<file path="src/rtl/mwr_pkg.sv">
// Shared constants for the moving-window RMS block.
`default_nettype none

package mwr_pkg;

    // Sample and window sizing.
    localparam int SAMPLE_BITS = 16;
    localparam int MAX_WINDOW  = 256;
    localparam int IDX_W       = $clog2(MAX_WINDOW);
    localparam int FILL_W      = IDX_W + 1;
    localparam int CFG_W       = 9;

    // Arithmetic widths derived from the sample width.
    localparam int PROD_W = 2 * SAMPLE_BITS;
    localparam int SQ_W   = 2 * SAMPLE_BITS - 1;
    localparam int SUM_W  = SQ_W + IDX_W;
    localparam int ROOT_W = SAMPLE_BITS;
    localparam int RAD_W  = 2 * ROOT_W;
    localparam int REM_W  = ROOT_W + 2;

    // Step counters of the serial units.
    localparam int SQR_CNT_W  = $clog2(SAMPLE_BITS + 1);
    localparam int DIV_CNT_W  = $clog2(SUM_W + 1);
    localparam int ROOT_CNT_W = $clog2(ROOT_W + 1);

    // Window length after reset.
    localparam logic [CFG_W-1:0] WIN_RESET = CFG_W'(16);

    typedef logic [SAMPLE_BITS-1:0] mag_t;
    typedef logic [SQ_W-1:0]        square_t;
    typedef logic [SUM_W-1:0]       sum_t;
    typedef logic [FILL_W-1:0]      fill_t;
    typedef logic [ROOT_W-1:0]      root_t;

endpackage

`default_nettype wire

</file>
<file path="src/rtl/mwr_sqr.sv">
// Bit-serial shift-and-add squarer, one multiplier bit per cycle.
`default_nettype none

module mwr_sqr (
    input  wire                     clk,
    input  wire                     rst_n,
    input  wire                     start,
    input  wire mwr_pkg::mag_t      mag,
    output logic                    done,
    output mwr_pkg::square_t        square
);
    import mwr_pkg::*;

    logic [SAMPLE_BITS-1:0] acc_reg, acc_next;
    logic [SAMPLE_BITS-1:0] mplr_reg, mplr_next;
    logic [SAMPLE_BITS-1:0] mcand_reg, mcand_next;
    logic [SQR_CNT_W-1:0]   cnt_reg, cnt_next;
    logic                   busy_reg, busy_next;
    logic                   done_reg, done_next;
    logic [SAMPLE_BITS:0]   add_sum;
    logic [PROD_W-1:0]      product;

    // One partial product is added per cycle, then the pair shifts right.
    always_comb
    begin
        add_sum = {1'b0, acc_reg} + (mplr_reg[0] ? {1'b0, mcand_reg} : '0);
        acc_next   = acc_reg;
        mplr_next  = mplr_reg;
        mcand_next = mcand_reg;
        cnt_next   = cnt_reg;
        busy_next  = busy_reg;
        done_next  = 1'b0;
        if (start)
        begin
            acc_next   = '0;
            mplr_next  = mag;
            mcand_next = mag;
            cnt_next   = SQR_CNT_W'(SAMPLE_BITS);
            busy_next  = 1'b1;
        end
        else if (busy_reg)
        begin
            acc_next  = add_sum[SAMPLE_BITS:1];
            mplr_next = {add_sum[0], mplr_reg[SAMPLE_BITS-1:1]};
            cnt_next  = cnt_reg - SQR_CNT_W'(1);
            if (cnt_reg == SQR_CNT_W'(1))
            begin
                busy_next = 1'b0;
                done_next = 1'b1;
            end
        end
    end

    // Control state.
    always_ff @(posedge clk or negedge rst_n)
    begin
        if (!rst_n)
        begin
            busy_reg <= 1'b0;
            done_reg <= 1'b0;
            cnt_reg  <= '0;
        end
        else
        begin
            busy_reg <= busy_next;
            done_reg <= done_next;
            cnt_reg  <= cnt_next;
        end
    end

    // Datapath shift registers.
    always_ff @(posedge clk)
    begin
        acc_reg   <= acc_next;
        mplr_reg  <= mplr_next;
        mcand_reg <= mcand_next;
    end

    assign product = {acc_reg, mplr_reg};
    assign square  = product[SQ_W-1:0];
    assign done    = done_reg;

endmodule

`default_nettype wire

</file>
<file path="config.mk">
export PLATFORM = sky130hd
export DESIGN_NAME = mwr_sqr
export DESIGN_NICKNAME = d
export VERILOG_FILES = /design/src/rtl/mwr_pkg.sv /design/src/rtl/mwr_sqr.sv
export SDC_FILE = /design/constraint.sdc
export NUM_CORES = 1
export LEC_CHECK = 0
export ABC_AREA = 1
export BUFFER_PORTS_ARGS = -buffer_cell sky130_fd_sc_hd__clkbuf_2
export CAP_MARGIN = 5
export CORE_MARGIN = 5
export CORE_UTILIZATION = 61
export DETAILED_ROUTE_END_ITERATION = 10
export GPL_ROUTABILITY_DRIVEN = 0
export GPL_TIMING_DRIVEN = 0
export PLACE_DENSITY_LB_ADDON = 0.15
export SYNTH_ARGS = -nofsm -noshare
export SYNTH_HDL_FRONTEND = slang
export SYNTH_SLANG_ARGS = --single-unit
export TNS_END_PERCENT = 5
</file>
<file path="constraint.sdc">
create_clock -name clk -period 5.2 [get_ports clk]
set_input_delay 1.04 -clock clk [delete_from_list [all_inputs] [get_ports clk]]
set_output_delay 1.04 -clock clk [all_outputs]
set_load 0.005 [all_outputs]
</file>
==> metrics.csv <==
metric;value;unit
clock_tree.buffer_depth;2;
fill_cells;404;
cp_max_fo;18;
synth.avg_cell_area;7.70;um2
antennaDiodeCount;0;
grt-busiest-layer;met2;
hold_violations;0;
slowest_stage;inv_1;
hold_path_class;reg2reg;
cp.arrival;2.36;ns
cpPeakStageDelay;0.52;ns
postSynth.asyncResetShare;12.7;%
drive_gt1_share;17.8;%
p_total;1.14;mW
syn-cell-area;3140;um2
slew_viol_final;0;
cts_tree;yes;
p_per_area;319;nW/um2
dieArea;6670;um2
wl_per_cell;12.0;um
drt_wl_total;6.43;mm
synthFlopType;edfxtp_1;
seq_area;1460;um2
synth_warnings;0;
grt_pass1_vias;2524;
fin_nets;502;
use_met2;36.5;%
multi_input_area;1290;um2
numPortBuffers;50;
path_cells;clkbuf_2 -> buf_2 -> nor2_2 -> inv_1;
end_kind;register;
placed_cell_area;3470;um2
cts_setup_buffers;0;
seq_power_share;49.6;%
ys_types;28;
outcome;completed;
fin_crit_sh;46.4;%
cpLargestDelayFamily;buffers and inverters;
yosys.area.top_type_share;30.6;%
synth_area_leaders;edfxtp_1, nand2_1, dfxtp_1, inv_1, ha_1;
rsz0062_at_grt;false;
combinationalPowerShare;28.3;%
num_rows;26;
grt_max_degree;19;
clock_latency;0.30;ns
synthCells;407;
relSlewSlack;54.3;%
met3_usage;3.40;%
p_sw;0.363;mW
yosysTopAreaCell;edfxtp_1;
synth_commonest_cells;nand2_1, inv_1, edfxtp_1;
postRouteAntennaNets;0;
switching_share;31.8;%
synth_nets;445;
syn_to_final_growth;13.9;%
htree_levels;2;
critPathLaunchType;input port;
worst_pin_slew;0.685;ns
synth-edff-count;32;
cts_resized;0;
first_iter_violations;131;
regToRegSetupSlack;2.84;ns
clock-skew-final;0.00961;ns
design_area;3570;um2
dpl.hpwl;5.00;mm
io_pins;51;
yosys_register_bits;55;
core_area;5040;um2
internal-power;0.776;mW
cts_root_buf;clkbuf_8;
cts_buffers;5;
finalCriticalPeriod;2.42;ns
critPathRequiredTime;5.14;ns
drc;0;
fin_setup_tns;0;ns
grt_use_met1;27.2;%
grt_usage;21.1;%
fp.dieW;81.7;um
finalSetupViolCount;0;
grt-ovfl-total;0;
clk_pin_slew_worst_paths;0.10;ns
clock_power_share;22.1;%
ys_seq_area_share;46.4;%
cts_sinks;55;
critical_path_class;in2reg;
die-height;81.7;um
antenna_found_initial;0;
critPathBufInv;3;
ir_worst_vdd;0.207;mV
firstDrtPassIters;4;
yosysMostFrequentCell;nand2_1;
maxCapViolCount;0;
start_util;62.2;%
leakagePower;2.05;nW
via_count;2663;
grt_pass1_wl;10.9;mm
postCtsHoldBufs;0;
vias_per_cell;4.98;
clock.fmax;0.414;GHz
==> tightest hold or removal path: stages (launching register included) <==
cell     delay [ns]
dfxtp_1        0.34
nand2_1        0.07
nand2_1        0.04
==> power groups by stage <==
stage / clock network (mW) / logic, mW / registers, mW
after global placement: 0 / 0.310 / 0.571
after global routing: 0.277 / 0.367 / 0.573
final: 0.251 / 0.323 / 0.565
after floorplan: 0 / 0.222 / 0.566
after detailed placement: 0 / 0.322 / 0.574
after CTS: 0.255 / 0.324 / 0.565
==> routing by layer <==
metal	up-vias	share of wire [%]
li1	1380	-
met1	1174	45
met2	97	47
met3	12	6.7
met4	0	1.5
met5	-	0
==> cells by family after synthesis <==
kind of cell | count (synthesis) | share of synthesized area [%]
fa+ha+maj | 19 | 7.82
flops | 55 | 46.4
compound gates | 30 | 5.23
simple gates | 217 | 27.9
xor+xnor | 1 | 0.279
buf+inv | 85 | 12.4
==> per-stage QoR <==
stage	utilization, %	worst slack [ns]	std cells	hold slack (ns)
after global placement	68.9	2.43	527	0.460
after global routing	70.8	2.53	535	0.501
final	70.8	2.78	535	0.482
after detailed placement	68.9	2.41	527	0.467
after CTS	70.8	2.76	535	0.484
after floorplan	-	3.11	407	0.447
==> final cells by class <==
class | instances | area share (%)
well taps | 70 | 2.45
clock inverters | 2 | 0.455
repair buffers | 50 | 7.01
inverters | 62 | 6.51
plain buffers | 23 | 4.34
multi-input cells | 267 | 36.1
flip-flops and latches | 55 | 40.8
clock buffers | 6 | 2.31
==> placed cells by master, fill, tap and decap left out, drive strengths merged, types with 7 or more instances in the layout <==
master,synthesis,final
a21oi,15,15
buf,21,21
clkbuf,2,58
dfrtp,7,7
dfxtp,16,16
edfxtp,32,32
ha,18,18
inv,62,62
nand2,169,169
nand3,17,17
nor2,19,19
o21ai,10,10
==> path summary, 6_finish.rpt <==
kind,startpoint,endpoint,depth (start not counted)
worst max-delay path,start,mplr_reg[8],4
min in group asynchronous,rst_n,cnt_reg[4],1
max in group asynchronous,rst_n,cnt_reg[3],1
worst max register to register,mplr_reg[0],acc_reg[13],15
worst min register to register,acc_reg[8],acc_reg[8],2
worst min-delay path,acc_reg[8],acc_reg[8],2
No activity file was read; power rests on OpenSTA's default activity.
