--- config.mk ---
export PLATFORM = sky130hd
export DESIGN_NAME = mwr_div
export DESIGN_NICKNAME = d
export VERILOG_FILES = /design/src/rtl/mwr_pkg.sv /design/src/rtl/mwr_div.sv
export SDC_FILE = /design/constraint.sdc
export NUM_CORES = 1
export LEC_CHECK = 0
export BUFFER_PORTS_ARGS = -buffer_cell sky130_fd_sc_hd__buf_4
export CORE_UTILIZATION = 52
export CTS_CLUSTER_DIAMETER = 50
export DETAILED_ROUTE_END_ITERATION = 12
export PLACE_DENSITY = 0.82
export SKIP_LAST_GASP = 1
export SYNTH_ARGS = -nofsm -noshare
export SYNTH_HDL_FRONTEND = slang
export SYNTH_SLANG_ARGS = --single-unit
--- constraint.sdc ---
create_clock -name clk -period 3.1 [get_ports clk]
set_clock_uncertainty 0.05 [all_clocks]
set_input_delay 0.62 -clock clk [delete_from_list [all_inputs] [get_ports clk]]
set_output_delay 0.62 -clock clk [all_outputs]
set_load 0.03 [all_outputs]
--- src/rtl/mwr_pkg.sv ---
// Shared constants for the moving-window RMS block.
`default_nettype none

package mwr_pkg;

    // Sample and window sizing.
    localparam int SAMPLE_BITS = 16;
    localparam int MAX_WINDOW  = 256;
    localparam int IDX_W       = $clog2(MAX_WINDOW);
    localparam int FILL_W      = IDX_W + 1;
    localparam int CFG_W       = 9;

    // Arithmetic widths derived from the sample width.
    localparam int PROD_W = 2 * SAMPLE_BITS;
    localparam int SQ_W   = 2 * SAMPLE_BITS - 1;
    localparam int SUM_W  = SQ_W + IDX_W;
    localparam int ROOT_W = SAMPLE_BITS;
    localparam int RAD_W  = 2 * ROOT_W;
    localparam int REM_W  = ROOT_W + 2;

    // Step counters of the serial units.
    localparam int SQR_CNT_W  = $clog2(SAMPLE_BITS + 1);
    localparam int DIV_CNT_W  = $clog2(SUM_W + 1);
    localparam int ROOT_CNT_W = $clog2(ROOT_W + 1);

    // Window length after reset.
    localparam logic [CFG_W-1:0] WIN_RESET = CFG_W'(16);

    typedef logic [SAMPLE_BITS-1:0] mag_t;
    typedef logic [SQ_W-1:0]        square_t;
    typedef logic [SUM_W-1:0]       sum_t;
    typedef logic [FILL_W-1:0]      fill_t;
    typedef logic [ROOT_W-1:0]      root_t;

endpackage

`default_nettype wire

--- src/rtl/mwr_div.sv ---
// Restoring divider that produces one quotient bit per cycle.
`default_nettype none

module mwr_div (
    input  wire                  clk,
    input  wire                  rst_n,
    input  wire                  start,
    input  wire mwr_pkg::sum_t   dividend,
    input  wire mwr_pkg::fill_t  divisor,
    output logic                 done,
    output mwr_pkg::sum_t        quotient
);
    import mwr_pkg::*;

    logic [SUM_W-1:0]     quo_reg, quo_next;
    logic [FILL_W-1:0]    rem_reg, rem_next;
    logic [FILL_W-1:0]    dvs_reg, dvs_next;
    logic [DIV_CNT_W-1:0] cnt_reg, cnt_next;
    logic                 busy_reg, busy_next;
    logic                 done_reg, done_next;
    logic [FILL_W:0]      trial;
    logic [FILL_W:0]      diff;
    logic                 fits;

    // Bring down the next dividend bit and subtract when the divisor fits.
    always_comb
    begin
        trial = {rem_reg, quo_reg[SUM_W-1]};
        fits  = (trial >= {1'b0, dvs_reg});
        diff  = trial - {1'b0, dvs_reg};
        quo_next  = quo_reg;
        rem_next  = rem_reg;
        dvs_next  = dvs_reg;
        cnt_next  = cnt_reg;
        busy_next = busy_reg;
        done_next = 1'b0;
        if (start)
        begin
            quo_next  = dividend;
            rem_next  = '0;
            dvs_next  = divisor;
            cnt_next  = DIV_CNT_W'(SUM_W);
            busy_next = 1'b1;
        end
        else if (busy_reg)
        begin
            quo_next = {quo_reg[SUM_W-2:0], fits};
            rem_next = fits ? diff[FILL_W-1:0] : trial[FILL_W-1:0];
            cnt_next = cnt_reg - DIV_CNT_W'(1);
            if (cnt_reg == DIV_CNT_W'(1))
            begin
                busy_next = 1'b0;
                done_next = 1'b1;
            end
        end
    end

    // Control state.
    always_ff @(posedge clk or negedge rst_n)
    begin
        if (!rst_n)
        begin
            busy_reg <= 1'b0;
            done_reg <= 1'b0;
            cnt_reg  <= '0;
        end
        else
        begin
            busy_reg <= busy_next;
            done_reg <= done_next;
            cnt_reg  <= cnt_next;
        end
    end

    // Datapath registers.
    always_ff @(posedge clk)
    begin
        quo_reg <= quo_next;
        rem_reg <= rem_next;
        dvs_reg <= dvs_next;
    end

    assign done     = done_reg;
    assign quotient = quo_reg;

endmodule

`default_nettype wire

==> out/results.ini <==
[sta]
max_freq_ghz = 0.372
finalCriticalPeriod_ns = 2.69
slew_headroom_pct = 64.4
hold_violations = 0
period_share_pct = 86.7
tightest_slew_ns = 0.533
rsz0062_at_grt = no
drv_slew = 0
setup_tns_ns = 0
setup-violations-final = 0

[global_route]
grt_usage_pct = 22.4
grt_pass1_wl_mm = 10.5
grt_pass1_vias = 2199
grt_max_degree = 46
met2_usage_pct = 35.0
grt_use_met1_pct = 27.0
busiest_layer = met2
antenna_found_initial = 0
grtUsageMet3_pct = 8.64
grt_overflow = 0

[place]
dp.final_hpwl_mm = 4.52
port_buffers = 90
place_congestion = 0.844
placed_area_um2 = 3930

[cts]
cts_sinks = 65
cts_buffers = 9
clkLatencyLatePin_ns = 0.35
clk_path_buf_depth = 2
cts_resized = 0
clockRootBuffer = clkbuf_8
cts_setup_buffers = 0
clkSlewWorstSetupHoldPaths_ns = 0.07
h-tree-depth = 3
cts_tree = done
hold_buffers = 0

[die]
die_w_um = 80.1
initial_utilization_pct = 53.6
fp.coreArea_um2 = 5920
dieHeight_um = 80.1
rows = 28
io_pins = 91
die_area_um2 = 6420

[routing]
viasPerCell = 5.44
wl_per_cell_um = 15.8
drt_pre_antenna_iters = 5
ant_nets = 0
via_count = 2234
post-route-drc-count = 0
finalWirelength_mm = 6.50
drtIter0Drc = 128

[worst_setup_path]
crit_path_end_kind = flop
r2r_slack_ns = 0.41
cp_slowest_cell = a211oi_1
worst_ep_arrival_time_ns = 2.89
path_max_fanout = 5
reg2regPathDepth = 9
path_common_cell = inv_1
crit_path_start_kind = flop
crit_chain = inv_1 -> ha_1 -> inv_1 -> fa_1 -> a211oi_1 -> o21a_1 -> o211a_1 -> nand2_1 -> a311oi_1
rr_endpoint = rem_reg[8]
crit_type = flop to flop
crit-reg2reg-launch = quotient[38]
required_ns = 3.30
slowest_delay_ns = 0.44

[logic_synthesis]
synth_most_common_cell = edfxtp_1
synthTopCellsByArea = edfxtp_1 (45%), mux2_2 (14%), dfrtp_1 (6.3%), dfxtp_1 (5.7%), ha_1 (4.3%)
yosysWarnings = 0
synthFlopType = edfxtp_1
synth.top_cell.area_share_pct = 45.4
synthArstFlopShare_pct = 12.3
syn_nets = 300
netlist_instances = 237
synthTopCellsByCount = edfxtp_1 (48), mux2_2 (39), inv_1 (16)
avgSynthCellArea_um2 = 13.4
ys_ff_latch = 65
yosysTopAreaCell = edfxtp_1
syn_area_um2 = 3180
synthDistinctLibCells = 44
seq_area_frac_synth_pct = 57.4
synth_edf_count = 48

[final_layout]
fillers = 435
largest_reg_flops = 39
drive_above_1_share_pct = 44.3
multi_input_area_um2 = 1250
finalCoreUtilization_pct = 69.8
nets = 394
antenna_cells = 0
syn_to_final_growth_pct = 30.1
fin_area_um2 = 4130
regArea_um2 = 1820

[power_and_ir_drop]
power_density_nw_per_um2 = 674
vdd_drop_max_mv = 0.392
power_leakage_nw = 1.75

[flow_run]
max_cap_violations = 0

[run_status]
outcome = finished, final reports clean

[hold_path]
min_path_type = primary input to asynchronous set/reset pin

[power breakdown]
group / switching (W) / total [W] / internal (W) / leakage [nW]
registers: 0.0000808 / 0.00114 / 0.00106 / 0.666
logic: 0.000486 / 0.000876 / 0.000390 / 0.979
clock network: 0.000315 / 0.000768 / 0.000453 / 0.102
total: 0.000882 / 0.00279 / 0.00190 / 1.75
[cell usage in the layout (no fill, tap or decap), types with 2 or more instances in the layout]
master	count
a21oi_1	8
dfxtp_1	9
mux2i_1	5
dfrtp_1	8
o211ai_1	3
xor2_1	5
nand2_1	9
nand2b_1	7
a211oi_1	5
bufinv_16	2
nand3_1	4
mux2_2	39
o211a_1	2
inv_1	16
ha_1	11
buf_4	93
nor2_1	15
nor3_1	2
clkbuf_8	9
a311oi_1	4
xnor2_1	4
clkbuf_1	4
edfxtp_1	48
nor4b_1	2
[kinds of logic (layout without fill, tap and decap cells)]
family	after synthesis	in the layout	synth area share [%]
muxes	44	44	15.4
AOI/OAI and AO/OA	32	32	7.92
and+or+nand+nor	49	49	8.75
adders and majority gates	12	12	4.96
xor gates and xnor gates	9	9	2.48
buffers and inverters	26	125	3.11
DFF	65	65	57.4
[layout make-up]
type	count	area share [%]
Sequential cell	65	44.1
Multi-Input combinational cell	146	30.4
Timing Repair Buffer	93	16.9
Clock buffer	13	3.36
Tap cell	75	2.27
Clock inverter	3	1.57
Inverter	16	1.45
[worst max-delay path: cells and delay by family, from the launching register on]
family	cells	cell delay, ns
adder cells (fa/ha/maj)	2	0.55
AND/OR/NAND/NOR	1	0.08
AO/OA/AOI/OAI	4	1.36
flip-flops	1	0.41
buffers and inverters	2	0.13
[per-layer routing]
layer	routed length [um]	vias up
met5	0	-
met4	102	0
met3	612	11
met2	3150	82
met1	2640	1073
li1	-	1068
[stage by stage]
step           setup WS [ns]  cells  hold WS, ns  power, W
3_3_place_gp           0.578    395        0.393   0.00200
3_5_place_dp           0.427    395        0.392   0.00203
5_1_grt                0.207    411       0.0166   0.00292
6_report               0.414    411       0.0219   0.00279
4_1_cts                0.412    411       0.0174   0.00280
2_1_floorplan          0.526    237        0.274   0.00176
[worst max-delay path by stage]
stage / start / to / slack (ns) / cells after the start
2_1_floorplan: quotient[38] / quotient[0] / 0.53 / 8
3_3_place_gp: quotient[38] / quotient[0] / 0.58 / 8
3_5_place_dp: quotient[38] / rem_reg[8] / 0.43 / 9
4_1_cts: quotient[38] / rem_reg[8] / 0.41 / 9
5_1_grt: quotient[38] / rem_reg[8] / 0.21 / 9
6_report: quotient[38] / rem_reg[8] / 0.41 / 9
Power figures use the tool's default switching activity.
