<file path="config.mk">
export PLATFORM = sky130hd
export DESIGN_NAME = mwr_sqrt
export DESIGN_NICKNAME = d
export VERILOG_FILES = /design/src/rtl/mwr_pkg.sv /design/src/rtl/mwr_sqrt.sv
export SDC_FILE = /design/constraint.sdc
export NUM_CORES = 1
export LEC_CHECK = 0
export BUFFER_PORTS_ARGS = -buffer_cell sky130_fd_sc_hd__buf_2
export CAP_MARGIN = 20
export CORE_MARGIN = 8
export CORE_UTILIZATION = 58
export DETAILED_ROUTE_END_ITERATION = 8
export PLACE_DENSITY = 0.88
export SYNTH_ARGS = -nofsm -noshare
export SYNTH_HDL_FRONTEND = slang
export SYNTH_SLANG_ARGS = --single-unit
</file>
<file path="constraint.sdc">
create_clock -name clk -period 3.3 [get_ports clk]
set_input_delay 0.33 -clock clk [delete_from_list [all_inputs] [get_ports clk]]
set_output_delay 0.33 -clock clk [all_outputs]
set_load 0.1 [all_outputs]
</file>
<file path="src/rtl/mwr_pkg.sv">
// Shared constants for the moving-window RMS block.
`default_nettype none

package mwr_pkg;

    // Sample and window sizing.
    localparam int SAMPLE_BITS = 16;
    localparam int MAX_WINDOW  = 256;
    localparam int IDX_W       = $clog2(MAX_WINDOW);
    localparam int FILL_W      = IDX_W + 1;
    localparam int CFG_W       = 9;

    // Arithmetic widths derived from the sample width.
    localparam int PROD_W = 2 * SAMPLE_BITS;
    localparam int SQ_W   = 2 * SAMPLE_BITS - 1;
    localparam int SUM_W  = SQ_W + IDX_W;
    localparam int ROOT_W = SAMPLE_BITS;
    localparam int RAD_W  = 2 * ROOT_W;
    localparam int REM_W  = ROOT_W + 2;

    // Step counters of the serial units.
    localparam int SQR_CNT_W  = $clog2(SAMPLE_BITS + 1);
    localparam int DIV_CNT_W  = $clog2(SUM_W + 1);
    localparam int ROOT_CNT_W = $clog2(ROOT_W + 1);

    // Window length after reset.
    localparam logic [CFG_W-1:0] WIN_RESET = CFG_W'(16);

    typedef logic [SAMPLE_BITS-1:0] mag_t;
    typedef logic [SQ_W-1:0]        square_t;
    typedef logic [SUM_W-1:0]       sum_t;
    typedef logic [FILL_W-1:0]      fill_t;
    typedef logic [ROOT_W-1:0]      root_t;

endpackage

`default_nettype wire

</file>
<file path="src/rtl/mwr_sqrt.sv">
// Digit-by-digit integer square root, one root bit per cycle.
`default_nettype none

module mwr_sqrt (
    input  wire                    clk,
    input  wire                    rst_n,
    input  wire                    start,
    input  wire [mwr_pkg::RAD_W-1:0] radicand,
    output logic                   done,
    output mwr_pkg::root_t         root
);
    import mwr_pkg::*;

    logic [RAD_W-1:0]      rad_reg, rad_next;
    logic [REM_W-1:0]      rem_reg, rem_next;
    logic [ROOT_W-1:0]     root_reg, root_next;
    logic [ROOT_CNT_W-1:0] cnt_reg, cnt_next;
    logic                  busy_reg, busy_next;
    logic                  done_reg, done_next;
    logic [REM_W+1:0]      shifted;
    logic [REM_W+1:0]      trial;
    logic [REM_W+1:0]      diff;
    logic                  fits;

    // Bring in two radicand bits and try the next root bit.
    always_comb
    begin
        shifted = {rem_reg, rad_reg[RAD_W-1:RAD_W-2]};
        trial   = {2'b00, root_reg, 2'b01};
        fits    = (shifted >= trial);
        diff    = shifted - trial;
        rad_next  = rad_reg;
        rem_next  = rem_reg;
        root_next = root_reg;
        cnt_next  = cnt_reg;
        busy_next = busy_reg;
        done_next = 1'b0;
        if (start)
        begin
            rad_next  = radicand;
            rem_next  = '0;
            root_next = '0;
            cnt_next  = ROOT_CNT_W'(ROOT_W);
            busy_next = 1'b1;
        end
        else if (busy_reg)
        begin
            rad_next  = {rad_reg[RAD_W-3:0], 2'b00};
            rem_next  = fits ? diff[REM_W-1:0] : shifted[REM_W-1:0];
            root_next = {root_reg[ROOT_W-2:0], fits};
            cnt_next  = cnt_reg - ROOT_CNT_W'(1);
            if (cnt_reg == ROOT_CNT_W'(1))
            begin
                busy_next = 1'b0;
                done_next = 1'b1;
            end
        end
    end

    // Control state.
    always_ff @(posedge clk or negedge rst_n)
    begin
        if (!rst_n)
        begin
            busy_reg <= 1'b0;
            done_reg <= 1'b0;
            cnt_reg  <= '0;
        end
        else
        begin
            busy_reg <= busy_next;
            done_reg <= done_next;
            cnt_reg  <= cnt_next;
        end
    end

    // Datapath registers.
    always_ff @(posedge clk)
    begin
        rad_reg  <= rad_next;
        rem_reg  <= rem_next;
        root_reg <= root_next;
    end

    assign done = done_reg;
    assign root = root_reg;

endmodule

`default_nettype wire

</file>
==> results of run 1 <==
[area by class of cell]
cell class                      instances  area (um2)
Clock inverter                          7       70.07
Sequential cell                        73        1817
Clock buffer                            9       123.9
Inverter                               22       82.58
Fill cell                             524        2257
Multi-Input combinational cell        255        1898
Timing Repair Buffer                   56       295.3
Tap cell                               80       100.1
[through the flow]
stage / instance area (um2) / utilization
after floorplan: 3894 / -
after global placement: 4183 / 0.6296
after detailed placement: 4183 / 0.6296
after CTS: 4387 / 0.6603
after global routing: 4387 / 0.6603
final: 4387 / 0.6603
[how the worst min path moves through the flow]
| stage | from | to | cells after the start |
|---|---|---|---|
| after floorplan | rst_n | busy_reg$_DFF_PN0_ | 0 |
| after global placement | rst_n | cnt_reg[2]$_DFFE_PN0P_ | 1 |
| after detailed placement | rst_n | done$_DFF_PN0_ | 1 |
| after CTS | radicand[1] | rad_reg[1]$_SDFFCE_PN0P_ | 2 |
| after global routing | radicand[1] | rad_reg[1]$_SDFFCE_PN0P_ | 2 |
| final | radicand[1] | rad_reg[1]$_SDFFCE_PN0P_ | 2 |
[routing by layer]
metal | vias up | share of wire | global-route usage
met5 | - | 0 | 0
met4 | 0 | 0.016 | 0.07554
met3 | 11 | 0.041 | 0.03698
met2 | 52 | 0.51 | 0.2835
met1 | 1344 | 0.44 | 0.1990
li1 | 1407 | - | -
[cells in the mapped netlist, types with 2 or more instances]
master and n:
a311oi_1 2, o21a_1 2, o21ai_0 12, inv_1 22, a21o_1 6, and3_1 2
buf_6 2, xor2_1 7, a211oi_1 8, o221ai_1 3, ha_1 20, mux2i_1 26
mux2_2 30, buf_1 6, o21ai_1 5, clkbuf_1 7, nand4_1 2, o211ai_1 2
a21oi_1 12, dfrtp_1 7, nor2_1 38, nor3_1 5, a31oi_1 2, nand2_1 30
nand2b_1 3, and2_1 2, nor3b_1 2, edfxtp_1 32, xnor2_1 13, dfxtp_1 34
[where the power goes]
group	internal, mW	switching (mW)
clock network	0.349	0.336
logic	0.842	1.09
registers	1.14	0.119
total	2.33	1.54
[what timing repair did]
action	CTS	global route
endpoints found under the setup margin	0	0
hold endpoints to repair	7	0
hold buffers	1	0
resized for setup	0	0
[cells by family (layout without fill, tap and decap cells)]
group | after synthesis | count (layout)
multiplexers | 56 | 56
AO/OA/AOI/OAI | 66 | 66
AND/OR/NAND/NOR | 93 | 93
XOR/XNOR | 20 | 20
buffers and inverters | 39 | 94
flip-flops | 73 | 73
adder cells (fa/ha/maj) | 20 | 20
==> results by group, run 1 <==
CTS
  – Num CTS Buffers: 9
  – Worst skew pair latency: 0.35 ns
  – CTS clk-pin slew, worst paths: 0.08 ns
  – TritonCTS clock tree: built
  – Clock Tree Root: clkbuf_8
  – Clock sink total: 73
  – Clock Tree Buf Depth: 2
  – CTS HTree Levels: 3
  – # Post-CTS Setup Buffers: 0

Timing
  – Final max-slew violation count: 0
  – Max_slew headroom: 0.4019
  – Fin crit period: 2.919 ns
  – Least-Margin Pin Slew: 0.8971 ns
  – Crit share post-route: 0.8845
  – RSZ-0062 raised after global routing: false
  – Max Clk Rate: 342.6 MHz
  – Final setup viols: 0
  – Setup WS post-layout: 0.3812 ns
  – Worst Hold Slack: 0.2672 ns
  – Final hold violation count: 0
  – Clock skew: 0.009102 ns
  – Fin Setup TNS: 0 ns

Floorplan
  – Die X: 97.94 um
  – Row cnt: 30
  – Die area: 0.009591 mm2
  – Initial Util: 0.5861
  – Die Y: 97.94 um
  – Core area: 0.006644 mm2
  – IO Pins: 52

Placement
  – GPL Wtd Cong: 0.8631
  – Port bufs: 51
  – Detailed Place HPWL: 5.565 mm
  – Post-placement cell count: 485
  – DP Worst Slack: 0.4491 ns

Global routing
  – Grt total ovfl: 0
  – Initial antenna violation count: 0
  – First-pass GRT wire length: 13.20 mm
  – Number of global-route vias before repair: 2890
  – Largest net degree at the start of global routing: 64
  – GRT Util Overall: 0.1677

Synthesis
  – XOR/XNOR share of the synthesized area: 0.04499
  – Syn. warnings: 0
  – Synth Area in Compound Gates: 0.1163
  – Post-synth EDFFs: 32
  – Share of the synthesized area in the top cell type: 0.2468
  – Distinct cells, synth: 53
  – Simple logic cell fraction of the synthesized area: 0.1083
  – Primary FF master, synth: dfxtp_1
  – Syn Nets: 422
  – Largest family of logic cells by synthesized area: multiplexers
  – Area contributors post-synth: edfxtp_1 (25%), dfxtp_1 (17%), mux2_2 (8.7%), mux2i_1 (6.7%), ha_1 (6.4%)
  – Adder-Cell Fraction of Synth Area: 0.06427
  – Sequential fraction of the synthesis area: 0.4666
  – Multiplexer share of the synthesized area: 0.1536
  – Post-synth ARST share: 0.09589
  – Cells after Synth: 367
  – Area leader, netlist: edfxtp_1
  – Synthesized area per cell: 10.61 um2
  – #FFs+latches synth: 73
  – Synth Cell Area: 0.003894 mm2

Route
  – Via-per-instance ratio: 5.606
  – Post-route antenna net violation count: 0
  – Drt total wl: 7.774 mm
  – Initial drt markers: 140
  – Via Count: 2814
  – DR WL/cell: 15.49 um
  – DRC violations left: 0
  – Drt pass-1 iters: 4

Cells and area
  – Area delta synth->final: 12.66%
  – Max reg flops: 32
  – Antenna cell count: 0
  – Fin nets: 472
  – Non-filler cells, final: 502
  – Layout cell share with drive strength beyond 1: 0.2607
  – Commonest cells after routing, fill and taps aside: buf_2 (51), nor2_1 (38), dfxtp_1 (34), edfxtp_1 (32)
  – Commonest non-fill, non-tap cell in the layout: buf_2

Worst setup path
  – Crit-path cells: inv_1, ha_1, o211ai_2, a21oi_2, o311a_4, a21o_1, o21a_1, mux2i_1, a211oi_1
  – Data arrival time of the critical path: 3.17 ns
  – CP bufs+invs: 1
  – Worst r2r src: root[1]$_SDFFE_PP0P_
  – Critical R2R Capture: rem_reg[8]$_SDFFE_PP0P_
  – Crit path max-delay family: compound AO/OA/AOI/OAI gates
  – Instance count on the critical path: 9
  – Slowest stage delay, CP: 0.74 ns
  – R2R depth: 9
  – Crit-path slowest cell: o21a_1
  – Kind of critical path: reg2reg
  – Worst Setup Start Kind: register
  – R2R Setup Slk: 0.38 ns
  – Worst Path Required: 3.55 ns
  – Crit. End Element: register
  – Crit Path Max Fanout: 17
  – CP Launch Point: root[1]$_SDFFE_PP0P_
  – Worst Setup EP: rem_reg[8]$_SDFFE_PP0P_

Power
  – Lkg Pwr: 1.970 nW
  – Max VDD drop: 574.3 uV
  – Pwr dens: 883.1 mW/mm2
  – Total Power Consumption: 3.874 mW

Flow run
  – Max_cap viols: 0

Worst hold path
  – Hold Path Class: in2reg

Run status
  – Status: finished, final reports clean
(Power assumes the default switching activity.)
==> run 2: changes to the inputs <==
--- a/config.mk
+++ b/config.mk
@@ -7,6 +7,7 @@
 export LEC_CHECK = 0
 export BUFFER_PORTS_ARGS = -buffer_cell sky130_fd_sc_hd__buf_2
 export CAP_MARGIN = 20
+export CORE_ASPECT_RATIO = 2
 export CORE_MARGIN = 8
 export CORE_UTILIZATION = 58
 export DETAILED_ROUTE_END_ITERATION = 8
==> run 2 against run 1 <==
  * Utilization grew 1.9 points
  * Flip-flop and latch count is the same
  * Clock power grew 23%
  * Die area grew 1.7%
  * Register-to-register slack lost 0.06 ns
  * Count of clock-buffer cells in the layout grew 3
  * Largest cell class unchanged
  * Largest power group unchanged
  * Highest routed layer unchanged
==> results by group, run 2 (same netlist as run 1, synthesis figures left out) <==
Power
  – Sw Share: 0.3973 (was 0.3980)
  – Pwr dens: 925.9 mW/mm2 (was 883.1 mW/mm2)
  – Pint: 2.488 mW (was 2.332 mW)
  – Lkg Pwr: 1.992 nW (was 1.970 nW)
  – NetSw: 1.641 mW (was 1.542 mW)
  – Max VDD drop: 580.7 uV (was 574.3 uV)
  – Flop pwr share: 0.311 (was 0.325)
  – Clock group share of total power: 0.204 (was 0.177)
  – Combinational share of power: 0.485 (was 0.498)

CTS
  – TritonCTS clock tree: built (unchanged)
  – Clock sink total: 73 (unchanged)
  – # Post-CTS Setup Buffers: 0 (unchanged)
  – Clock Tree Root: clkbuf_16 (was clkbuf_8)
  – Clock Tree Buf Depth: 2 (unchanged)
  – CTS clk-pin slew, worst paths: 0.06 ns (was 0.08 ns)
  – Worst skew pair latency: 0.33 ns (was 0.35 ns)
  – CTS HTree Levels: 3 (unchanged)
  – Post-CTS sizing: 0 (unchanged)
  – Num CTS Buffers: 9 (unchanged)

Cells and area
  – FF/Latch Area: 0.001817 mm2 (unchanged)
  – Commonest non-fill, non-tap cell in the layout: buf_2 (unchanged)
  – Max reg flops: 32 (unchanged)
  – # fillers: 475 (was 524)
  – Commonest cells after routing, fill and taps aside: buf_2 (51), nor2_1 (38), dfxtp_1 (34), edfxtp_1 (32) (unchanged)
  – Antenna cell count: 0 (unchanged)
  – Fin nets: 472 (unchanged)
  – Multi-input gate area: 0.001898 mm2 (unchanged)
  – Layout cell share with drive strength beyond 1: 0.2488 (was 0.2607)
  – Area delta synth->final: 14.52% (was 12.66%)

Worst setup path
  – Crit Path Max Fanout: 17 (unchanged)
  – Worst Setup Start Kind: register (unchanged)
  – Worst Path Required: 3.54 ns (was 3.55 ns)
  – Crit. End Element: register (unchanged)
  – Crit-path slowest cell: o21a_1 (unchanged)
  – Worst r2r src: root[0]$_SDFFE_PP0P_ (was root[1]$_SDFFE_PP0P_)
  – CP bufs+invs: 1 (unchanged)
  – Slowest stage delay, CP: 0.72 ns (was 0.74 ns)
  – R2R Setup Slk: 0.33 ns (was 0.38 ns)
  – Crit-path cells: inv_1, ha_1, nand2b_1, a21oi_2, o311a_4, a21o_1, o21a_1, nand2_1, o221ai_1 (was inv_1, ha_1, o211ai_2, a21oi_2, o311a_4, a21o_1, o21a_1, mux2i_1, a211oi_1)
  – Kind of critical path: reg2reg (unchanged)
  – R2R depth: 9 (unchanged)
  – Data arrival time of the critical path: 3.21 ns (was 3.17 ns)
  – Crit path max-delay family: compound AO/OA/AOI/OAI gates (unchanged)
  – Critical R2R Capture: rem_reg[17]$_SDFFE_PP0P_ (was rem_reg[8]$_SDFFE_PP0P_)

Placement
  – GPL Wtd Cong: 0.9614 (was 0.8631)
  – Port bufs: 51 (unchanged)
  – Detailed Place HPWL: 6.873 mm (was 5.565 mm)

Timing
  – Final hold violation count: 0 (unchanged)
  – Crit share post-route: 0.9012 (was 0.8845)
  – Max Clk Rate: 336.3 MHz (was 342.6 MHz)
  – Final max-slew violation count: 0 (unchanged)
  – Clock skew: 0.005512 ns (was 0.009102 ns)
  – Worst Hold Slack: 0.2899 ns (was 0.2672 ns)
  – Final setup viols: 0 (unchanged)
  – RSZ-0062 raised after global routing: false (unchanged)
  – Max_slew headroom: 0.4267 (was 0.4019)
  – Fin crit period: 2.974 ns (was 2.919 ns)
  – Fin Setup TNS: 0 ns (unchanged)
  – Least-Margin Pin Slew: 0.8599 ns (was 0.8971 ns)

Floorplan
  – Core area: 0.006569 mm2 (was 0.006644 mm2)
  – Row cnt: 42 (was 30)
  – Initial Util: 0.5928 (was 0.5861)
  – Die area: 0.009750 mm2 (was 0.009591 mm2)
  – Die Y: 131.9 um (was 97.94 um)
  – Die X: 73.94 um (was 97.94 um)
  – IO Pins: 52 (unchanged)

Route
  – Via Count: 2868 (was 2814)
  – DRC violations left: 0 (unchanged)
  – Post-route antenna net violation count: 0 (unchanged)
  – Drt pass-1 iters: 5 (was 4)
  – Via-per-instance ratio: 5.624 (was 5.606)
  – Drt total wl: 9.134 mm (was 7.774 mm)
  – Initial drt markers: 159 (was 140)
  – DR WL/cell: 17.91 um (was 15.49 um)

Global routing
  – First-pass GRT wire length: 14.73 mm (was 13.20 mm)
  – Grt total ovfl: 0 (unchanged)
  – GRT Util Overall: 0.2014 (was 0.1677)
  – Initial antenna violation count: 0 (unchanged)
  – Largest net degree at the start of global routing: 64 (unchanged)
  – Number of global-route vias before repair: 3055 (was 2890)

Worst hold path
  – Worst hold endpoint: rad_reg[0]$_SDFFCE_PN0P_ (was rad_reg[1]$_SDFFCE_PN0P_)
  – WHS Path Cells: 2 (unchanged)
  – Hold Path Class: in2reg (unchanged)
  – Hold_sp: radicand[0] (was radicand[1])

Flow run
  – Max_cap viols: 0 (unchanged)

Run status
  – Status: finished, final reports clean (unchanged)
[run 2: changes by cell type in the layout (fill, tap and decap cells not counted), sizes merged]
cell	previous run	this run
bufinv	1	0
clkbuf	9	12
clkinv	4	3
inv	23	22
[run 2: per-stage QoR]
stage               instances  setup slack [ns]  area (um2)    util  power, mW
finish                    510            0.3261        4459  0.6789      4.129
global route              510            0.1165        4459  0.6789      4.397
CTS                       510            0.3252        4459  0.6789      4.128
detailed placement        493            0.3690        4193  0.6383      3.265
global placement          493            0.5038        4193  0.6383      3.212
floorplan                 367            0.2213        3894       -      2.921
[run 2: worst max path at each step]
stage / depth (start not counted) / from / slack (ns) / to
2_1_floorplan: 12 / root[1]$_SDFFE_PP0P_ / 0.22 / rem_reg[7]$_SDFFE_PP0P_
3_3_place_gp: 9 / root[3]$_SDFFE_PP0P_ / 0.50 / rem_reg[15]$_SDFFE_PP0P_
3_5_place_dp: 9 / root[1]$_SDFFE_PP0P_ / 0.37 / rem_reg[17]$_SDFFE_PP0P_
4_1_cts: 9 / root[0]$_SDFFE_PP0P_ / 0.33 / rem_reg[17]$_SDFFE_PP0P_
5_1_grt: 9 / root[1]$_SDFFE_PP0P_ / 0.12 / rem_reg[17]$_SDFFE_PP0P_
6_report: 9 / root[0]$_SDFFE_PP0P_ / 0.33 / rem_reg[17]$_SDFFE_PP0P_
[run 2: cell type report]
class	instances	area share
Inverter	22	0.01852
Timing Repair Buffer	56	0.06622
Clock inverter	4	0.004489
Sequential cell	73	0.4074
Tap cell	88	0.02469
Multi-Input combinational cell	255	0.4256
Clock buffer	12	0.05303
[run 2: power groups by stage]
stage	Sequential (mW)	Clock (mW)	Combinational, mW
3_5_place_dp	1.29	0	1.97
2_1_floorplan	1.34	0	1.58
6_report	1.28	0.843	2.00
5_1_grt	1.30	0.897	2.20
3_3_place_gp	1.28	0	1.93
4_1_cts	1.28	0.860	1.99
[run 2: timing repair]
item / 4_1_cts / 5_1_grt
setup endpoints to repair: 0 / 0
hold buffers: 1 / 0
hold endpoints to repair: 7 / 0
[run 2: routing by layer]
| layer | GRT usage | routed length (um) | vias up |
|---|---|---|---|
| met3 | 0.05869 | 368 | 31 |
| li1 | - | - | 1412 |
| met2 | 0.3578 | 5165 | 77 |
| met4 | 0.1413 | 468 | 0 |
| met5 | 0 | 0 | - |
| met1 | 0.1817 | 3132 | 1348 |
==> run 3: changes to the inputs <==
--- a/config.mk
+++ b/config.mk
@@ -7,11 +7,14 @@
 export LEC_CHECK = 0
 export BUFFER_PORTS_ARGS = -buffer_cell sky130_fd_sc_hd__buf_2
 export CAP_MARGIN = 20
+export CELL_PAD_IN_SITES_DETAIL_PLACEMENT = 0
+export CELL_PAD_IN_SITES_GLOBAL_PLACEMENT = 2
 export CORE_ASPECT_RATIO = 2
 export CORE_MARGIN = 8
-export CORE_UTILIZATION = 58
+export CORE_UTILIZATION = 37
 export DETAILED_ROUTE_END_ITERATION = 8
-export PLACE_DENSITY = 0.88
+export PLACE_DENSITY = 0.87
+export SETUP_SLACK_MARGIN = 0.05
 export SYNTH_ARGS = -nofsm -noshare
 export SYNTH_HDL_FRONTEND = slang
 export SYNTH_SLANG_ARGS = --single-unit
==> run 3 against run 2 <==
  * Non-clock buffer count rose by 1
  * Flip-flop and latch count unchanged
  * Critical path depth unchanged
  * Global-route usage down 6.2 points
  * Total power increased by 5.0%
  * Via count down 0.87%
  * Final cell count grew 9.8%
  * Routed wire length increased by 2.2%
  * Utilization shrank 24 points
  * Clock skew is 0.0011 ns lower
  * Critical path type unchanged
  * Largest cell class unchanged
  * Largest power group unchanged
==> results by group, run 3 (same netlist as run 1, synthesis figures left out) <==
Run status
  – Status: finished, final reports clean (unchanged)

Worst setup path
  – Slowest stage delay, CP: 0.72 ns (about the same)
  – Crit-path cells: inv_1, ha_1, o211ai_2, a21oi_2, o311a_4, a21o_1, o21a_1, mux2i_1, a211oi_1 (was inv_1, ha_1, nand2b_1, a21oi_2, o311a_4, a21o_1, o21a_1, nand2_1, o221ai_1)
  – CP bufs+invs: 1 (unchanged)
  – Crit. End Element: register (unchanged)
  – Crit Path Max Fanout: 17 (unchanged)
  – Worst Path Required: 3.49 ns (was 3.54 ns)
  – Crit-path slowest cell: o21a_1 (unchanged)
  – Worst Setup Start Kind: register (unchanged)
  – Crit path max-delay family: compound AO/OA/AOI/OAI gates (unchanged)
  – Data arrival time of the critical path: 3.14 ns (was 3.21 ns)
  – Kind of critical path: reg2reg (unchanged)

Power
  – Sw Share: 0.3867 (was 0.3973)
  – Pwr dens: 939.1 mW/mm2 (was 925.9 mW/mm2)
  – Combinational share of power: 0.460 (was 0.485)
  – Lkg Pwr: 2.038 nW (was 1.992 nW)
  – Flop pwr share: 0.292 (was 0.311)
  – Max VDD drop: 465.2 uV (was 580.7 uV)
  – Clock group share of total power: 0.248 (was 0.204)
  – NetSw: 1.677 mW (was 1.641 mW)
  – Pint: 2.660 mW (was 2.488 mW)

CTS
  – CTS Hold Bufs: 1 (unchanged)
  – Clock Tree Buf Depth: 2 (unchanged)
  – TritonCTS clock tree: built (unchanged)
  – Worst skew pair latency: 0.34 ns (was 0.33 ns)
  – CTS clk-pin slew, worst paths: 0.06 ns (about the same)
  – # Post-CTS Setup Buffers: 0 (unchanged)
  – Num CTS Buffers: 9 (unchanged)
  – Clock Tree Root: clkbuf_16 (unchanged)
  – Post-CTS sizing: 0 (unchanged)
  – Clock sink total: 73 (unchanged)
  – CTS HTree Levels: 3 (unchanged)

Cells and area
  – Max reg flops: 32 (unchanged)
  – Layout cell share with drive strength beyond 1: 0.2624 (was 0.2488)
  – # fillers: 1033 (was 475)
  – Commonest non-fill, non-tap cell in the layout: buf_2 (unchanged)
  – Multi-input gate area: 0.001898 mm2 (unchanged)
  – Antenna cell count: 0 (unchanged)
  – FF/Latch Area: 0.001817 mm2 (unchanged)
  – Fin nets: 473 (was 472)
  – Area delta synth->final: 18.61% (was 14.52%)
  – Commonest cells after routing, fill and taps aside: buf_2 (51), nor2_1 (38), dfxtp_1 (34), edfxtp_1 (32) (unchanged)

Floorplan
  – IO Pins: 52 (unchanged)
  – Die Y: 161.1 um (was 131.9 um)
  – Core area: 0.01041 mm2 (was 0.006569 mm2)
  – Initial Util: 0.3740 (was 0.5928)
  – Die X: 88.54 um (was 73.94 um)
  – Die area: 0.01426 mm2 (was 0.009750 mm2)
  – Row cnt: 53 (was 42)

Global routing
  – Number of global-route vias before repair: 3103 (was 3055)
  – Grt total ovfl: 0 (unchanged)
  – Largest net degree at the start of global routing: 64 (unchanged)
  – GRT Util Overall: 0.1398 (was 0.2014)
  – GR Util met1: 0.1254 (was 0.1817)
  – Top Usage Layer GRT: met2 (unchanged)
  – Grt met3 use: 0.04020 (was 0.05869)
  – M2 GR Usage: 0.2564 (was 0.3578)
  – First-pass GRT wire length: 15.06 mm (was 14.73 mm)
  – Initial antenna violation count: 0 (unchanged)

Timing
  – Max Clk Rate: 338.3 MHz (was 336.3 MHz)
  – RSZ-0062 raised after global routing: false (unchanged)
  – Least-Margin Pin Slew: 0.8595 ns (was 0.8599 ns)
  – Clock skew: 0.004367 ns (was 0.005512 ns)
  – Worst Hold Slack: 0.2822 ns (was 0.2899 ns)
  – Setup WS post-layout: 0.3444 ns (was 0.3261 ns)
  – Max_slew headroom: 0.4270 (was 0.4267)
  – Final max-slew violation count: 0 (unchanged)
  – Crit share post-route: 0.8956 (was 0.9012)
  – Final hold violation count: 0 (unchanged)
  – Fin Setup TNS: 0 ns (unchanged)
  – Final setup viols: 0 (unchanged)
  – Fin crit period: 2.956 ns (was 2.974 ns)

Placement
  – DP Worst Slack: 0.3001 ns (was 0.3690 ns)
  – GPL Wtd Cong: 0.8158 (was 0.9614)
  – Port bufs: 51 (unchanged)
  – Detailed Place HPWL: 7.049 mm (was 6.873 mm)

Route
  – Drt total wl: 9.331 mm (was 9.134 mm)
  – Via-per-instance ratio: 5.077 (was 5.624)
  – DR WL/cell: 16.66 um (was 17.91 um)
  – Drt pass-1 iters: 4 (was 5)
  – Post-route antenna net violation count: 0 (unchanged)
  – Via Count: 2843 (was 2868)
  – Initial drt markers: 74 (was 159)
  – DRC violations left: 0 (unchanged)

Worst hold path
  – Hold Path Class: in2reg (unchanged)

Flow run
  – Max_cap viols: 0 (unchanged)
## run 3: changes by cell type in the layout (fill, tap and decap cells not counted)
| cell | before | now |
|---|---|---|
| bufinv_16 | 0 | 2 |
| buf_16 | 0 | 1 |
| clkinv_1 | 2 | 0 |
| inv_6 | 0 | 3 |
| clkinv_2 | 1 | 0 |
| clkinvlp_4 | 1 | 2 |
| clkbuf_1 | 3 | 0 |
## run 3: area by class of cell
class,count,share of cell area
clock buffer,9,0.04877
clock inverter,7,0.02195
inverter,22,0.01788
multi-input combinational,255,0.4110
sequential,73,0.3934
tap,137,0.03712
timing repair buffer,57,0.06990
## run 3: path summary, 6_finish.rpt
check | slack (ns) | from | end | depth (start not counted)
max in group asynchronous | 2.78 | rst_n | done$_DFF_PN0_ | 2
min reg2reg | 0.47 | rem_reg[16]$_SDFFE_PP0P_ | rem_reg[16]$_SDFFE_PP0P_ | 2
min | 0.28 | radicand[0] | rad_reg[0]$_SDFFCE_PN0P_ | 2
max reg2reg | 0.34 | root[1]$_SDFFE_PP0P_ | rem_reg[5]$_SDFFE_PP0P_ | 9
min in group asynchronous | 0.36 | rst_n | cnt_reg[0]$_DFFE_PN0P_ | 2
max | 0.34 | root[1]$_SDFFE_PP0P_ | rem_reg[5]$_SDFFE_PP0P_ | 9
## run 3: worst reg2reg max path: stages, from the launching register on
cell and delay (ns):
dfxtp_1 0.40, inv_1 0.07, ha_1 0.42, o211ai_2 0.11
a21oi_2 0.19, o311a_4 0.25, a21o_1 0.18, o21a_1 0.72
mux2i_1 0.36, a211oi_1 0.11
## run 3: routing by layer
layer,part of all wire,vias up
met1,0.36,1336
met4,0.049,0
met2,0.55,69
met5,0,-
li1,-,1409
met3,0.040,29
## run 3: power by group through the flow
| stage | logic, mW | registers, mW | clock network [mW] |
|---|---|---|---|
| finish | 2.00 | 1.27 | 1.08 |
| global route | 2.21 | 1.29 | 1.13 |
| detailed placement | 2.00 | 1.29 | 0 |
| global placement | 1.99 | 1.28 | 0 |
| CTS | 2.02 | 1.27 | 1.10 |
| floorplan | 1.58 | 1.34 | 0 |
## run 3: per-stage QoR
step / instance area, um2 / power [mW] / instances / util
after global placement: 4254 / 3.268 / 542 / 0.4086
after global routing: 4618 / 4.624 / 560 / 0.4436
after detailed placement: 4282 / 3.289 / 543 / 0.4112
final: 4618 / 4.337 / 560 / 0.4436
after CTS: 4618 / 4.388 / 560 / 0.4436
after floorplan: 3894 / 2.921 / 367 / -
